==> config.mk <==
export PLATFORM = sky130hd
export DESIGN_NAME = utf8_stream_decoder_core
export DESIGN_NICKNAME = d
export VERILOG_FILES = /design/src/sv/utf8d_pkg.sv /design/src/sv/utf8d_step.sv /design/src/sv/utf8d_out_reg.sv /design/src/sv/utf8_stream_decoder_core.sv
export VERILOG_INCLUDE_DIRS = /design/src /design/src/sv
export SDC_FILE = /design/constraint.sdc
export NUM_CORES = 1
export LEC_CHECK = 0
export BUFFER_PORTS_ARGS = -buffer_cell sky130_fd_sc_hd__buf_2
export CORE_UTILIZATION = 55
export DETAILED_ROUTE_END_ITERATION = 8
export PLACE_DENSITY_LB_ADDON = 0.05
export SETUP_SLACK_MARGIN = 0.2
export SKIP_CTS_REPAIR_TIMING = 1
export SYNTH_ARGS = -nofsm -noshare
export SYNTH_HDL_FRONTEND = slang
export SYNTH_HIERARCHICAL = 1
export SYNTH_SLANG_ARGS = --single-unit
==> constraint.sdc <==
create_clock -name clk -period 2.9 [get_ports clk]
set_clock_uncertainty 0.1 [all_clocks]
set_input_delay 0.435 -clock clk [delete_from_list [all_inputs] [get_ports clk]]
set_output_delay 0.435 -clock clk [all_outputs]
set_load 0.01 [all_outputs]
==> src/sv/assert_macros.svh <==
// Assertion macros shared by the decoder RTL.
// Clocked on clk, disabled while rst is high.
`ifndef ASSERT_MACROS_SVH
`define ASSERT_MACROS_SVH

// Same-cycle implication.
`define ASSERT_IMPL(label, clk, rst, ante, cons, msg) \
  label: assert property (@(posedge clk) disable iff (rst) (ante) |-> (cons)) \
    else $error(msg);

// Next-cycle implication.
`define ASSERT_NEXT(label, clk, rst, ante, cons, msg) \
  label: assert property (@(posedge clk) disable iff (rst) (ante) |=> (cons)) \
    else $error(msg);

`endif

==> src/sv/utf8d_pkg.sv <==
// Types and constants for the UTF-8 stream decoder.
// No dependencies.
`timescale 1ns / 1ps

package utf8d_pkg;

  localparam int unsigned BYTE_W = 8;
  localparam int unsigned CP_W   = 21;
  localparam logic [CP_W-1:0] REPLACEMENT_CP = 21'h00FFFD;

  typedef enum logic [1:0] {
    ST_OK         = 2'd0,
    ST_BAD_CONT   = 2'd1,
    ST_BAD_LEADER = 2'd2
  } status_t;

  typedef struct packed {
    logic [1:0]      bytes_left;
    logic [CP_W-1:0] accumulator;
    logic            bad_cont;
  } dec_state_t;

  typedef struct packed {
    logic [CP_W-1:0] code_point;
    status_t         status;
    logic            is_term;
  } result_t;

endpackage

==> src/sv/utf8d_step.sv <==
// Per-byte decode step: next decoder state and optional result.
// Depends on utf8d_pkg.
`timescale 1ns / 1ps

module utf8d_step (
  input  logic [utf8d_pkg::BYTE_W-1:0] byte_in,
  input  utf8d_pkg::dec_state_t        state,
  output utf8d_pkg::dec_state_t        state_next,
  output logic                         emit,
  output utf8d_pkg::result_t           result
);
  import utf8d_pkg::*;

  logic [1:0] left_dec;

  assign left_dec = state.bytes_left - 2'd1;

  always_comb begin
    state_next        = state;
    emit              = 1'b0;
    result.code_point = '0;
    result.status     = ST_OK;
    result.is_term    = 1'b0;
    if (state.bytes_left == 2'd0) begin
      if (byte_in[7] == 1'b0) begin
        emit              = 1'b1;
        result.code_point = {{(CP_W-BYTE_W){1'b0}}, byte_in};
        result.is_term    = (byte_in == '0);
      end else if (byte_in[7:5] == 3'b110) begin
        state_next.bytes_left  = 2'd1;
        state_next.accumulator = {{(CP_W-5){1'b0}}, byte_in[4:0]};
        state_next.bad_cont    = 1'b0;
      end else if (byte_in[7:4] == 4'b1110) begin
        state_next.bytes_left  = 2'd2;
        state_next.accumulator = {{(CP_W-4){1'b0}}, byte_in[3:0]};
        state_next.bad_cont    = 1'b0;
      end else if (byte_in[7:3] == 5'b11110) begin
        state_next.bytes_left  = 2'd3;
        state_next.accumulator = {{(CP_W-3){1'b0}}, byte_in[2:0]};
        state_next.bad_cont    = 1'b0;
      end else begin
        // dropped byte, still reported
        emit          = 1'b1;
        result.status = ST_BAD_LEADER;
      end
    end else begin
      if (byte_in[7:6] == 2'b10) begin
        state_next.accumulator = {state.accumulator[CP_W-7:0], byte_in[5:0]};
      end else begin
        state_next.bad_cont = 1'b1;
      end
      state_next.bytes_left = left_dec;
      if (left_dec == 2'd0) begin
        emit = 1'b1;
        if (state_next.bad_cont) begin
          result.code_point = REPLACEMENT_CP;
          result.status     = ST_BAD_CONT;
        end else begin
          result.code_point = state_next.accumulator;
        end
        state_next.accumulator = '0;
        state_next.bad_cont    = 1'b0;
      end
    end
  end

endmodule

==> src/sv/utf8d_out_reg.sv <==
// Result register driving the master-side stream.
// Depends on utf8d_pkg.
`timescale 1ns / 1ps

module utf8d_out_reg (
  input  logic               clk,
  input  logic               rst,
  input  logic               load,
  input  utf8d_pkg::result_t result,
  output logic               out_free,
  output logic               m_tvalid,
  input  logic               m_tready,
  output logic [23:0]        m_tdata,   // [20:0] code_point, [23:21] zero
  output logic [1:0]         m_tuser,   // [1:0] status
  output logic               m_tlast    // is_terminator
);
  import utf8d_pkg::*;

  result_t held;

  assign out_free = !m_tvalid || m_tready;

  always_ff @(posedge clk) begin
    if (rst) begin
      m_tvalid <= 1'b0;
    end else if (out_free) begin
      m_tvalid <= load;
    end
  end

  always_ff @(posedge clk) begin
    if (out_free && load) begin
      held <= result;
    end
  end

  assign m_tdata = {{(24-CP_W){1'b0}}, held.code_point};
  assign m_tuser = held.status;
  assign m_tlast = held.is_term;

endmodule

==> src/sv/utf8_stream_decoder_core.sv <==
// UTF-8 stream decoder: one byte per transfer in, one code point per sequence out.
// Path: input register, single decode step, result register.
// Throughput: one byte per cycle, stalling while a full result register waits on m_tready.
// Reset (rst, synchronous): clears both valid flags and the decoder state.
// Depends on utf8d_pkg, utf8d_step, utf8d_out_reg, assert_macros.svh.
`timescale 1ns / 1ps
`include "assert_macros.svh"

module utf8_stream_decoder_core (
  input  logic        clk,
  input  logic        rst,
  input  logic        s_tvalid,
  output logic        s_tready,
  input  logic [7:0]  s_tdata,   // [7:0] byte_value
  output logic        m_tvalid,
  input  logic        m_tready,
  output logic [23:0] m_tdata,   // [20:0] code_point, [23:21] zero
  output logic [1:0]  m_tuser,   // [1:0] status
  output logic        m_tlast    // is_terminator
);
  import utf8d_pkg::*;

  logic              in_valid;
  logic [BYTE_W-1:0] in_byte;
  dec_state_t        dec_state;
  dec_state_t        dec_state_next;
  logic              step_emit;
  result_t           step_result;
  logic              out_free;
  logic              advance;

  // byte leaves the input register when its result (if any) has room
  assign advance  = in_valid && (!step_emit || out_free);
  assign s_tready = !in_valid || advance;

  always_ff @(posedge clk) begin
    if (rst) begin
      in_valid <= 1'b0;
    end else if (s_tready) begin
      in_valid <= s_tvalid;
    end
  end

  always_ff @(posedge clk) begin
    if (s_tready && s_tvalid) begin
      in_byte <= s_tdata;
    end
  end

  always_ff @(posedge clk) begin
    if (rst) begin
      dec_state <= '0;
    end else if (advance) begin
      dec_state <= dec_state_next;
    end
  end

  utf8d_step u_step (
    .byte_in    (in_byte),
    .state      (dec_state),
    .state_next (dec_state_next),
    .emit       (step_emit),
    .result     (step_result)
  );

  utf8d_out_reg u_out (
    .clk      (clk),
    .rst      (rst),
    .load     (advance && step_emit),
    .result   (step_result),
    .out_free (out_free),
    .m_tvalid (m_tvalid),
    .m_tready (m_tready),
    .m_tdata  (m_tdata),
    .m_tuser  (m_tuser),
    .m_tlast  (m_tlast)
  );

  `ASSERT_IMPL(a_acc_narrow, clk, rst, dec_state.bytes_left == 2'd3, dec_state.accumulator[CP_W-1:3] == '0, "accumulator too wide after 4-byte leader")
  `ASSERT_IMPL(a_bad_cont_cp, clk, rst, m_tvalid && m_tuser == ST_BAD_CONT, m_tdata[CP_W-1:0] == REPLACEMENT_CP, "malformed sequence without replacement")
  `ASSERT_IMPL(a_term_ok, clk, rst, m_tvalid && m_tlast, m_tdata == '0 && m_tuser == ST_OK, "terminator with nonzero data")
  `ASSERT_NEXT(a_emit_lands, clk, rst, advance && step_emit, m_tvalid, "result lost on transfer")

endmodule
Word level (Yosys, flattened, before mapping). Cells that the tools add are included.

Register bits: 58. Bits of input ports: 12. Output and inout bits: 29. Logic and storage cells: 56.

Add/subtract/negate cells: 1. Equality and inequality tests: 6. Muxes and demuxes: 24. Bitwise operators: 1. Reduce and logical (&&, ||, !) cells: 15.

Operator list (number): $mux 24 (5); $mux 23 (2); $mux 21 (2); $mux 22 (1); $mux 1 (9); $logic_not 8->1 (1); $mux 2 (4); $mux 7 (1); $eq 5x5->1 const B (1); $eq 4x4->1 const B (1); $logic_and 1x1->1 (4); $logic_not 2->1 (2); $ne 4x4->1 const B (1); $eq 3x3->1 const B (1); $logic_not 1->1 (3); $logic_or 1x1->1 (3); $reduce_and 3->1 (1); $eq 2x2->1 const B (1); $ne 2x2->1 const B (1); $reduce_or 2->1 (1); $sub 2x1->2 const B (1); $not 1->1 (1).

Depth between registers and ports, before layout.
Depth in word-level cells: 11. Depth in mapped cells: 8. Mapped depth without buffers: 5.

Modules after synthesis. The synthesis kept the hierarchy.

By module, submodules not included: utf8_stream_decoder_core (instances 1, cells an instance 120, area each 1395.1 um^2, sequential area each 740.7 um^2); utf8d_step (instances 1, cells an instance 139, area each 1063.5 um^2, sequential area each 0.0 um^2); utf8d_out_reg (instances 1, cells an instance 33, area each 802.0 um^2, sequential area each 740.7 um^2).

Worst setup path after synthesis. No wires, ideal clock.

Path kind: register -> register. Start: register in_byte[7]. End: register u_out.held, in the netlist u_out/m_tdata[0] (enable). Setup time: 326 ps. Arrival: 1598 ps. Data required time: 2474 ps. Slack: 876 ps. Cell stages (with the launch flop): 7. Path buffers: 2. Period minus slack after synthesis: 2024 ps. Path through: edfxtp_1 buf_6 and2_4 buf_6 a31oi_1 and3_2 and2_4.

Word-level cells in the longest chain between the ends: 11. Elaborated cells on any way between the ends: 13. Classes of those cells: 3 x eq/ne; 5 x mux; 5 x reduce/logical.

RTL lines: from (decl) (line utf8_stream_decoder_core.sv:24) `logic [BYTE_W-1:0] in_byte;`; from (signal assigned) (line utf8_stream_decoder_core.sv:46) `in_byte <= s_tdata;`; $eq 5x5->1 (line utf8d_step.sv:37) `end else if (byte_in[7:3] == 5'b11110) begin`; $mux 1 (line utf8d_step.sv:37); $mux 1 (line utf8d_step.sv:33) `end else if (byte_in[7:4] == 4'b1110) begin`; $mux 1 (line utf8d_step.sv:29) `end else if (byte_in[7:5] == 3'b110) begin`; $mux 1 (*) (line utf8d_step.sv:25) `if (byte_in[7] == 1'b0) begin`; $mux 1 (*) (line utf8d_step.sv:24) `if (state.bytes_left == 2'd0) begin`; named net step_emit (line utf8_stream_decoder_core.sv:27) `logic step_emit;`; $logic_not 1->1 (line utf8_stream_decoder_core.sv:33) `assign advance = in_valid && (!step_emit || out_free);`; $logic_or 1x1->1 (line utf8_stream_decoder_core.sv:33); $logic_and 1x1->1 (line utf8_stream_decoder_core.sv:33); $logic_and 1x1->1 (*) (line utf8_stream_decoder_core.sv:69) `.load (advance && step_emit),`; $logic_and 1x1->1 (*) (line utf8d_out_reg.sv:32) `if (out_free && load) begin`; to (signal assigned) (line utf8d_out_reg.sv:33) `held <= result;`; to (decl) (line utf8d_out_reg.sv:19) `result_t held;`.

The timed path passes the listed nets; every way through them passes the cells marked *. A chain may end at the register's enable or synchronous reset.

Final worst setup path.
Start: register in_byte[7]. End: output port s_tready.

Word-level cells in the longest chain between the ends: 10. Elaborated cells on any way between the ends: 12. Classes of those cells: 3 x eq/ne; 5 x mux; 4 x reduce/logical.

RTL lines: $eq 5x5->1 (line utf8d_step.sv:37); $mux 1 (line utf8d_step.sv:37); $mux 1 (line utf8d_step.sv:33); $mux 1 (line utf8d_step.sv:29); $mux 1 (*) (line utf8d_step.sv:25); $mux 1 (*) (line utf8d_step.sv:24); named net step_emit (line utf8_stream_decoder_core.sv:27); $logic_not 1->1 (*) (line utf8_stream_decoder_core.sv:33); $logic_or 1x1->1 (*) (line utf8_stream_decoder_core.sv:33); $logic_and 1x1->1 (*) (line utf8_stream_decoder_core.sv:33); $logic_or 1x1->1 (*) (line utf8_stream_decoder_core.sv:34) `assign s_tready = !in_valid || advance;`; to (decl) (line utf8_stream_decoder_core.sv:13) `output logic s_tready,`.

Marked as above.

==> impl_results.html <==
<table>
<tr><th>Metric</th><th>Value</th></tr>
<tr><th colspan="2">Floorplan</th></tr>
<tr><td>Die footprint</td><td>0.00548 sq mm</td></tr>
<tr><td>Die Ht</td><td>74.1 um</td></tr>
<tr><td>Initial Util</td><td>0.589</td></tr>
<tr><td>Die width</td><td>74.1 um</td></tr>
<tr><td>Total number of placement rows</td><td>25</td></tr>
<tr><td>Core area</td><td>0.00485 sq mm</td></tr>
<tr><td>Boundary Pins</td><td>41</td></tr>
<tr><th colspan="2">Pwr</th></tr>
<tr><td>Clock network fraction of total power</td><td>0.345</td></tr>
<tr><td>PwrDens</td><td>slightly below 500 mW/mm^2</td></tr>
<tr><td>Proportion of power drawn by combinational gates</td><td>0.097</td></tr>
<tr><td>VDD IR max</td><td>about 300 uV</td></tr>
<tr><td>Total power of the final layout</td><td>approximately 1.5 mW</td></tr>
<tr><td>Int Pwr</td><td>around 1.2 mW</td></tr>
<tr><td>Switching portion of total power</td><td>0.228</td></tr>
<tr><td>Standby leakage power</td><td>about 1.2 nW</td></tr>
<tr><td>Relative contribution of sequential cells to total power</td><td>0.558</td></tr>
<tr><td>Net Sw Power</td><td>341 uW</td></tr>
<tr><th colspan="2">STA</th></tr>
<tr><td>Max-slew violation count</td><td>0</td></tr>
<tr><td>Final hold viol count</td><td>0</td></tr>
<tr><td>Post-Route Setup TNS</td><td>0 ns</td></tr>
<tr><td>Period Utilization, post-route</td><td>0.827</td></tr>
<tr><td>Max-slew headroom</td><td>0.602</td></tr>
<tr><td>Top achievable clock speed</td><td>~420 MHz</td></tr>
<tr><td>Tightest Pin Transition</td><td>approximately 0.6 ns</td></tr>
<tr><td>Final setup viols</td><td>0</td></tr>
<tr><td>Unrepaired setup endpoints after global routing</td><td>false</td></tr>
<tr><td>Worst hold slack across all endpoints</td><td>around 0.19 ns</td></tr>
<tr><td>Tmin final</td><td>between 2 and 2.5 ns</td></tr>
<tr><th colspan="2">CTS</th></tr>
<tr><td>H-tree Lvls</td><td>2</td></tr>
<tr><td>Post-CTS clock slew at the launch and capture registers of the worst setup and hold paths</td><td>about 0.09 ns</td></tr>
<tr><td>Clock tree from TritonCTS</td><td>built</td></tr>
<tr><td>Worst skew pair latency</td><td>between 0.3 and 0.4 ns</td></tr>
<tr><td>Sinks on the clock net</td><td>between 50 and 60</td></tr>
<tr><td>Root Driver</td><td>sky130_fd_sc_hd__clkbuf_8</td></tr>
<tr><td>Maximum buffer depth of the clock tree</td><td>2</td></tr>
<tr><td>Total CTS buffers</td><td>5</td></tr>
<tr><th colspan="2">Worst setup path</th></tr>
<tr><td>Worst-path maximum fanout</td><td>11</td></tr>
<tr><td>Category of the worst setup path capture point</td><td>output port</td></tr>
<tr><td>Setup Crit Path Kind</td><td>reg2out</td></tr>
<tr><td>Startpoint kind of the worst setup timing path</td><td>flop</td></tr>
<tr><td>WP data required</td><td>about 2.4 ns</td></tr>
<tr><td>Arrival time of data at the critical path endpoint</td><td>between 1.5 and 2 ns</td></tr>
<tr><th colspan="2">Job</th></tr>
<tr><td>Number of maximum-capacitance constraint violations</td><td>0</td></tr>
<tr><th colspan="2">Routing</th></tr>
<tr><td>Wire length reported by the detailed router</td><td>roughly 5300 um</td></tr>
<tr><td>Drt via density</td><td>5.36</td></tr>
<tr><td>Average wire length per cell after detail routing</td><td>15.4 um</td></tr>
<tr><td>Total number of vias</td><td>approximately 1800</td></tr>
<tr><td>Residual antenna-violating net count after detailed routing</td><td>0</td></tr>
<tr><td>Drt first pass iters</td><td>4</td></tr>
<tr><td>Drc violations</td><td>0</td></tr>
<tr><td>Initial DRC Count</td><td>102</td></tr>
<tr><th colspan="2">Place</th></tr>
<tr><td>Half-perimeter wire length of the detailed placement result</td><td>~3500 um</td></tr>
<tr><td>Port buffer count</td><td>37</td></tr>
<tr><td>Routability congestion estimate</td><td>0.842</td></tr>
<tr><td>Number of cells after detailed placement</td><td>between 300 and 400</td></tr>
<tr><th colspan="2">Global route</th></tr>
<tr><td>Antenna violations before repair</td><td>0</td></tr>
<tr><td>Gr ovfl total</td><td>0</td></tr>
<tr><td>Overall track demand over capacity in global routing</td><td>0.212</td></tr>
<tr><td>Number of global-route vias before repair</td><td>around 1700</td></tr>
<tr><td>Wire length of the first global-routing pass</td><td>roughly 8500 um</td></tr>
<tr><td>Pin count of the biggest net entering global routing</td><td>39</td></tr>
<tr><th colspan="2">Layout</th></tr>
<tr><td>Multi-input combinational cell area</td><td>approximately 0.0013 sq mm</td></tr>
<tr><td>Sequential Area</td><td>between 0.001 and 0.0015 sq mm</td></tr>
<tr><td>Post-layout net count</td><td>between 200 and 300</td></tr>
<tr><td>Area added between synthesis and finish</td><td>7.84%</td></tr>
<tr><td>Fraction of layout instances using a drive strength above 1</td><td>0.243</td></tr>
<tr><td>Post-Route Utilization</td><td>0.635</td></tr>
<tr><td>Filler cells</td><td>391</td></tr>
<tr><td>Diodes inserted</td><td>0</td></tr>
<tr><td>Filler-free cell count of the finished design</td><td>about 340</td></tr>
<tr><th colspan="2">Logic synthesis</th></tr>
<tr><td>Yosys synthesis warning count</td><td>6</td></tr>
<tr><td>Netlist area before placement</td><td>0.00286 sq mm</td></tr>
<tr><td>Average size of a mapped cell</td><td>roughly 11 sq um</td></tr>
<tr><td>Cell count after synthesis</td><td>between 200 and 300</td></tr>
<tr><th colspan="2">Min path</th></tr>
<tr><td>Hold WC Path Type</td><td>in2reg</td></tr>
<tr><th colspan="2">Outcome</th></tr>
<tr><td>Outcome</td><td>complete, no violations</td></tr>
</table>
[final timing paths]
| check | start | end | slack (ns) | cells past startpoint |
|---|---|---|---|---|
| min reg2reg | dec_state[11] | dec_state[11] | 0.41 | 2 |
| max | in_byte[7] | s_tready | 0.50 | 4 |
| min | s_tdata[5] | in_byte[5] | 0.19 | 1 |
| max reg2reg | in_byte[7] | u_out/m_tdata[5] | 0.63 | 4 |
[power groups by stage]
stage | registers (mW) | clock network (mW) | logic (mW)
detailed placement | 0.851 | 0 | 0.146
finish | 0.834 | 0.516 | 0.146
global route | 0.839 | 0.547 | 0.159
global placement | 0.850 | 0 | 0.147
floorplan | 0.851 | 0 | 0.120
CTS | 0.834 | 0.526 | 0.147
[cell type report]
cell class                      count  area share
Clock buffer                        6      0.0268
Clock inverter                      2      0.0110
Inverter                            7     0.00853
Multi-Input combinational cell    167       0.412
Sequential cell                    52       0.442
Tap cell                           67      0.0272
Timing Repair Buffer               42      0.0723
[routing by layer]
layer / GRT usage / part of all wire / up-vias
li1: - / - / 928
met1: 0.292 / 0.46 / 852
met2: 0.319 / 0.48 / 49
met3: 0.0420 / 0.037 / 11
met4: 0.109 / 0.025 / 0
met5: 0 / 0 / -
[layout by cell type (no fill, tap or decap), types with 2 or more instances in the layout]
master / n
sky130_fd_sc_hd__a31oi_1: 3
sky130_fd_sc_hd__nand2b_1: 37
sky130_fd_sc_hd__nand2b_4: 2
sky130_fd_sc_hd__o211ai_1: 6
sky130_fd_sc_hd__and2_1: 5
sky130_fd_sc_hd__nor2b_1: 10
sky130_fd_sc_hd__nand4_1: 4
sky130_fd_sc_hd__buf_2: 37
sky130_fd_sc_hd__nor4_1: 2
sky130_fd_sc_hd__mux2i_1: 31
sky130_fd_sc_hd__edfxtp_1: 32
sky130_fd_sc_hd__and2b_2: 2
sky130_fd_sc_hd__conb_1: 3
sky130_fd_sc_hd__o21a_1: 2
sky130_fd_sc_hd__nand2_1: 7
sky130_fd_sc_hd__clkbuf_8: 6
sky130_fd_sc_hd__o2bb2ai_1: 10
sky130_fd_sc_hd__dfxtp_1: 20
sky130_fd_sc_hd__and3_1: 2
sky130_fd_sc_hd__and2_4: 2
sky130_fd_sc_hd__o21ai_0: 2
sky130_fd_sc_hd__buf_4: 5
sky130_fd_sc_hd__a21o_1: 14
sky130_fd_sc_hd__a21oi_1: 5
sky130_fd_sc_hd__inv_1: 6
[registers in the layout, summed over array words and instances (netlist names)]
register        flops
u_out/m_tuser       2
u_out/m_tvalid      1
dec_state          18
in_byte             8
u_out/m_tdata      21
in_valid            1
u_out/m_tlast       1
[through the flow]
step,area [sq um],setup WS [ns]
after global routing,3080,0.397
after global placement,2960,0.706
after detailed placement,2960,0.663
after floorplan,2860,0.876
after CTS,3080,0.511
final,3080,0.500
[worst max-delay path: stages (launching register included)]
cell,delay (ns)
sky130_fd_sc_hd__edfxtp_1,0.56
sky130_fd_sc_hd__and2_4,0.27
sky130_fd_sc_hd__a31oi_1,0.38
sky130_fd_sc_hd__nand3_1,0.17
sky130_fd_sc_hd__buf_2,0.17
Note: power is estimated with default switching activity, not from simulation.
